## config.mk

```make
export PLATFORM = sky130hd
export DESIGN_NAME = tmwf_axis
export DESIGN_NICKNAME = d
export VERILOG_FILES = /design/src/rtl/core/tmwf_pkg.sv /design/src/rtl/core/tmwf_axis.sv
export SDC_FILE = /design/constraint.sdc
export NUM_CORES = 2
export LEC_CHECK = 0
export BUFFER_PORTS_ARGS = -buffer_cell sky130_fd_sc_hd__buf_2
export CORE_MARGIN = 3
export CORE_UTILIZATION = 40
export DETAILED_ROUTE_END_ITERATION = 10
export GPL_TIMING_DRIVEN = 0
export SETUP_SLACK_MARGIN = 0.02
export SLEW_MARGIN = 10
export SYNTH_ARGS = -nofsm -noshare
export SYNTH_HDL_FRONTEND = slang
export SYNTH_SLANG_ARGS = --single-unit
```

## constraint.sdc

```tcl
create_clock -name clk -period 11.1 [get_ports clk]
set_input_delay 2.22 -clock clk [delete_from_list [all_inputs] [get_ports clk]]
set_output_delay 2.22 -clock clk [all_outputs]
set_load 0.01 [all_outputs]
```

## src/rtl/core/tmwf_pkg.sv

```systemverilog
// ----------------------------------------------------------------------------
// tmwf_pkg
// Shared widths, defaults and the pipeline control bundle of the trimmed-mean
// window filter.
// ----------------------------------------------------------------------------
package tmwf_pkg;

    // Sample and result widths
    localparam int SAMPLE_W  = 16;
    localparam int MEAN_W    = 20;
    localparam int FRAC_BITS = 4;

    // Default window length (valid range 3 to 20)
    localparam int WINDOW_DEFAULT = 12;

    // Window entries folded together in the first reduction stage
    localparam int GROUP = 4;

    // Per-stage load enables driven by the top-level pipeline control
    typedef struct packed {
        logic load;     // item accepted, shift sample into window
        logic grp_en;   // group partial sums / min / max
        logic trim_en;  // trimmed sum, sign and magnitude
        logic mul_en;   // reciprocal product
        logic out_en;   // quotient correction and result register
    } ctrl_t;

endpackage

```

## src/rtl/core/tmwf_axis.sv

```systemverilog
// ----------------------------------------------------------------------------
// tmwf_axis
// One axis datapath: sample window shift line, grouped sum/min/max
// reduction, trimmed sum, and division by WINDOW-2 through a reciprocal
// multiply with a single correction step.
// ----------------------------------------------------------------------------
module tmwf_axis #(
    parameter int WINDOW = tmwf_pkg::WINDOW_DEFAULT
) (
    input  logic                                 clk,
    input  tmwf_pkg::ctrl_t                      ctrl,
    input  logic signed [tmwf_pkg::SAMPLE_W-1:0] sample,
    output logic signed [tmwf_pkg::MEAN_W-1:0]   mean
);

    localparam int SW      = tmwf_pkg::SAMPLE_W;
    localparam int GRP     = tmwf_pkg::GROUP;
    localparam int NG      = (WINDOW + GRP - 1) / GRP;
    localparam int SUM_W   = SW + $clog2(WINDOW);
    localparam int MAG_W   = SUM_W + tmwf_pkg::FRAC_BITS;
    localparam int RECIP_W = MAG_W + 1;
    localparam int PROD_W  = MAG_W + RECIP_W;
    localparam int DIV     = WINDOW - 2;

    // floor(2^MAG_W / DIV); magnitude stays below 2^MAG_W so the estimate
    // is low by at most one
    localparam logic [RECIP_W-1:0] RECIP = RECIP_W'((64'd1 << MAG_W) / DIV);
    localparam logic [MAG_W-1:0]   DIV_V = MAG_W'(DIV);

    // Window shift line, newest at index 0
    logic signed [SW-1:0] win_reg [WINDOW];

    always_ff @(posedge clk)
    begin
        if (ctrl.load)
        begin
            win_reg[0] <= sample;
            for (int i = 1; i < WINDOW; i++)
            begin
                win_reg[i] <= win_reg[i-1];
            end
        end
    end

    // Group partials: sum, min, max over up to GROUP entries each
    logic signed [SUM_W-1:0] gsum_next [NG];
    logic signed [SUM_W-1:0] gsum_reg  [NG];
    logic signed [SW-1:0]    gmin_next [NG];
    logic signed [SW-1:0]    gmin_reg  [NG];
    logic signed [SW-1:0]    gmax_next [NG];
    logic signed [SW-1:0]    gmax_reg  [NG];

    always_comb
    begin
        for (int g = 0; g < NG; g++)
        begin
            gsum_next[g] = SUM_W'(win_reg[g*GRP]);
            gmin_next[g] = win_reg[g*GRP];
            gmax_next[g] = win_reg[g*GRP];
            for (int k = 1; k < GRP; k++)
            begin
                if (g*GRP + k < WINDOW)
                begin
                    gsum_next[g] = gsum_next[g] + SUM_W'(win_reg[g*GRP + k]);
                    if (win_reg[g*GRP + k] < gmin_next[g])
                    begin
                        gmin_next[g] = win_reg[g*GRP + k];
                    end
                    if (win_reg[g*GRP + k] > gmax_next[g])
                    begin
                        gmax_next[g] = win_reg[g*GRP + k];
                    end
                end
            end
        end
    end

    always_ff @(posedge clk)
    begin
        if (ctrl.grp_en)
        begin
            gsum_reg <= gsum_next;
            gmin_reg <= gmin_next;
            gmax_reg <= gmax_next;
        end
    end

    // Combine groups, drop one min and one max, scale by 16 as magnitude
    logic signed [SUM_W-1:0] tsum;
    logic signed [SW-1:0]    tmin;
    logic signed [SW-1:0]    tmax;
    logic signed [SUM_W-1:0] trim;
    logic [SUM_W-1:0]        trim_abs;
    logic [MAG_W-1:0]        mag_next;
    logic [MAG_W-1:0]        mag_reg;
    logic                    neg_reg;

    always_comb
    begin
        tsum = gsum_reg[0];
        tmin = gmin_reg[0];
        tmax = gmax_reg[0];
        for (int g = 1; g < NG; g++)
        begin
            tsum = tsum + gsum_reg[g];
            if (gmin_reg[g] < tmin)
            begin
                tmin = gmin_reg[g];
            end
            if (gmax_reg[g] > tmax)
            begin
                tmax = gmax_reg[g];
            end
        end
        trim     = tsum - SUM_W'(tmin) - SUM_W'(tmax);
        trim_abs = trim[SUM_W-1] ? unsigned'(-trim) : unsigned'(trim);
        mag_next = {trim_abs, {tmwf_pkg::FRAC_BITS{1'b0}}};
    end

    always_ff @(posedge clk)
    begin
        if (ctrl.trim_en)
        begin
            mag_reg <= mag_next;
            neg_reg <= trim[SUM_W-1];
        end
    end

    // Reciprocal product
    logic [PROD_W-1:0] prod_reg;
    logic [MAG_W-1:0]  mag2_reg;
    logic              neg2_reg;

    always_ff @(posedge clk)
    begin
        if (ctrl.mul_en)
        begin
            prod_reg <= PROD_W'(mag_reg) * PROD_W'(RECIP);
            mag2_reg <= mag_reg;
            neg2_reg <= neg_reg;
        end
    end

    // Quotient estimate, one correction step, sign restore
    logic [MAG_W-1:0] q_est;
    logic [MAG_W-1:0] rem;
    logic [MAG_W-1:0] q_fix;
    logic [MAG_W-1:0] res;
    logic signed [tmwf_pkg::MEAN_W-1:0] mean_reg;

    always_comb
    begin
        q_est = prod_reg[MAG_W +: MAG_W];
        rem   = mag2_reg - MAG_W'(q_est * DIV_V);
        q_fix = (rem >= DIV_V) ? q_est + MAG_W'(1) : q_est;
        res   = neg2_reg ? (~q_fix + MAG_W'(1)) : q_fix;
    end

    always_ff @(posedge clk)
    begin
        if (ctrl.out_en)
        begin
            mean_reg <= signed'(res[tmwf_pkg::MEAN_W-1:0]);
        end
    end

    assign mean = mean_reg;

endmodule

```

==> out/results.ini <==
[run_status]
status = complete, no violations

[global_routing]
overflow = 0
grt_max_degree = 105
grt_pass1_wl_um = 156000
first_global_vias = 27000
track_usage_pct = 19.6
antenna_found_initial = 2

[die]
die_y_um = 318
initial_core_util_pct = 40.7
num_rows = 113
die_area_mm2 = 0.101
core_mm2 = 0.0959
die_width_um = 318
io_pins = 42

[timing]
final_max_slew_viol_count = 0
clock-skew-final_ps = 37.2
hold_ws_ps = 527
max_slew_margin_pct = 33.2
fin_ws_ps = 713
tightest_slew_ps = 1000
setup_violations = 0
max_freq_ghz = 0.0963
finalCritPeriodShare_pct = 93.6
hold_viol = 0
fin_crit_ps = 10390

[yosys]
synth_seq_cells = 428
synth_ff_type = edfxtp_1
synth_fp_nets = 4497
yosysUniqueCellTypes = 85
synth_area_per_cell_um2 = 10.7
synth_edf_count = 428
yosys_warnings = 0
synth.cell_area_mm2 = 0.0390
yosysTopAreaCell = edfxtp_1
synth_top_area_share_pct = 33.0
synth_area_leaders = edfxtp_1, ha_1, fa_1, inv_1, mux2i_1
async_flop_share_pct = 0
yosysSeqAreaShare_pct = 33.0
synth_common_cells = ha_1, inv_1, edfxtp_1, fa_1, a21oi_1
yosysMostFrequentCell = ha_1
syn_inst = 3633

[layout]
nFillCells = 9113
final_layout_size_suffix_gt1_share_pct = 6.22
seq_area_mm2 = 0.0129
multi_input_area_mm2 = 0.0241
final_nets = 4597
final_util_pct = 44.6
largest_register_ffs = 192
syn_to_final_growth_pct = 9.66

[routing]
ant_nets = 0
vias = 26800
wirelength_um = 99500
drt_iter0_markers = 1744
vias_per_cell = 5.31
firstDrtPassIters = 5
wire_per_inst_um = 19.7
drcViolationCount = 0

[setup_path]
path_delay_family = compound AO/OA/AOI/OAI gates
worstSetupPathType = reg2reg
crit_required_ps = 11500
crit_buf_inv = 6
critical-path-slowest-cell = fa_1
cp.arrival_ps = 10790
slowest_delay_ps = 510
startpoint_type = flop
worstPathMaxFanout = 10
crit_path_end_kind = flop

[clock_tree]
cts_buffers = 52
clockBufferDepth = 3
clkTransAtPathRegs_ps = 60
hold_buffers = 0
cts_sinks = 428
cts_tree = built
cts-root-buf = clkbuf_16
clk_latency_ps = 660
htree_levels = 2

[run]
cap_violations = 0

[worst_hold_path]
hold_class = reg2reg

[placement]
place_ws_ps = -616
port_buffers = 41
place.gp.congestion = 0.917
hpwl_um = 81800

-- metal layers --
metal	global-route usage (%)	part of all wire, %
met5	0	0
met3	2.20	4.4
met4	7.00	3.6
met2	32.0	46
met1	27.0	46
-- per-stage QoR --
stage / setup TNS [ps] / cell area [um2] / cells
6_report: 0 / 42800 / 5042
5_1_grt: -23.2 / 42800 / 5041
4_1_cts: 0 / 42700 / 5038
3_5_place_dp: -5950 / 40800 / 4941
3_3_place_gp: -5440 / 40800 / 4939
2_1_floorplan: 0 / 39000 / 3633
-- placed cells by master (no fill, tap or decap), types with 13 or more instances in the layout --
| cell | count |
|---|---|
| a21boi_0 | 20 |
| mux2i_1 | 167 |
| nor3_1 | 42 |
| ha_1 | 586 |
| clkbuf_16 | 53 |
| a21o_1 | 95 |
| a211oi_1 | 22 |
| buf_2 | 47 |
| nand3_1 | 49 |
| xor2_1 | 41 |
| edfxtp_1 | 428 |
| nor4_1 | 13 |
| o211ai_1 | 13 |
| a21oi_1 | 224 |
| fa_1 | 256 |
| inv_1 | 493 |
| clkbuf_1 | 55 |
| nand2b_1 | 44 |
| nand2_1 | 193 |
| o21a_1 | 39 |
| and4_1 | 14 |
| o21ai_0 | 176 |
| nor2_1 | 200 |
| nand4_1 | 60 |
| xnor2_1 | 106 |
| nor2b_1 | 51 |
| mux2_2 | 46 |
-- cells by family (layout without fill, tap and decap cells) --
kind of cell	count (synthesis)	count (layout)	synth area share, %
adder cells (fa/ha/maj)	842	842	32.0
AND/OR/NAND/NOR	730	730	9.19
AO/OA/AOI/OAI	708	708	11.3
buffers and inverters	559	702	5.45
flip-flops	428	428	33.0
multiplexers	217	217	5.74
XOR/XNOR	149	149	3.37
other	0	1	0
-- worst register-to-register path: cells and delay by family, from the launching register on --
| kind | cells | cell delay (ps) |
|---|---|---|
| AOI/OAI and AO/OA | 22 | 4140 |
| adders and majority gates | 6 | 2600 |
| and+or+nand+nor | 9 | 1090 |
| buffers and inverters | 6 | 990 |
| muxes | 3 | 550 |
| DFF | 1 | 470 |
| xor gates and xnor gates | 2 | 310 |
-- timing repair --
| item | in CTS | in global routing |
|---|---|---|
| gates resized for setup | 5 | 18 |
| buffers inserted | 0 | 3 |
| cloned | 0 | 0 |
| pin swaps | 0 | 2 |
| endpoints found under the setup margin | 19 | 20 |
-- final cells by class --
| class | count | area share, % |
|---|---|---|
| timing repair buffer | 46 | 0.699 |
| inverter | 493 | 4.33 |
| antenna | 1 | 0.00585 |
| sequential | 428 | 30.1 |
| multi-input combinational | 2646 | 56.3 |
| buffer | 66 | 0.679 |
| clock buffer | 58 | 3.15 |
| clock inverter | 39 | 1.09 |
| tap | 1265 | 3.70 |
-- worst paths after layout --
kind,cells past startpoint,from,slack (ps),end
setup reg to reg,48,gmax_reg[17],710,mag_reg[21]
hold / removal,0,neg_reg,530,neg2_reg
setup / recovery,48,gmax_reg[17],710,mag_reg[21]
hold reg to reg,0,neg_reg,530,neg2_reg
Power is left out: the tool's default activity adds up to more than one toggle a clock period on the data nets, which glitch-free logic cannot reach.
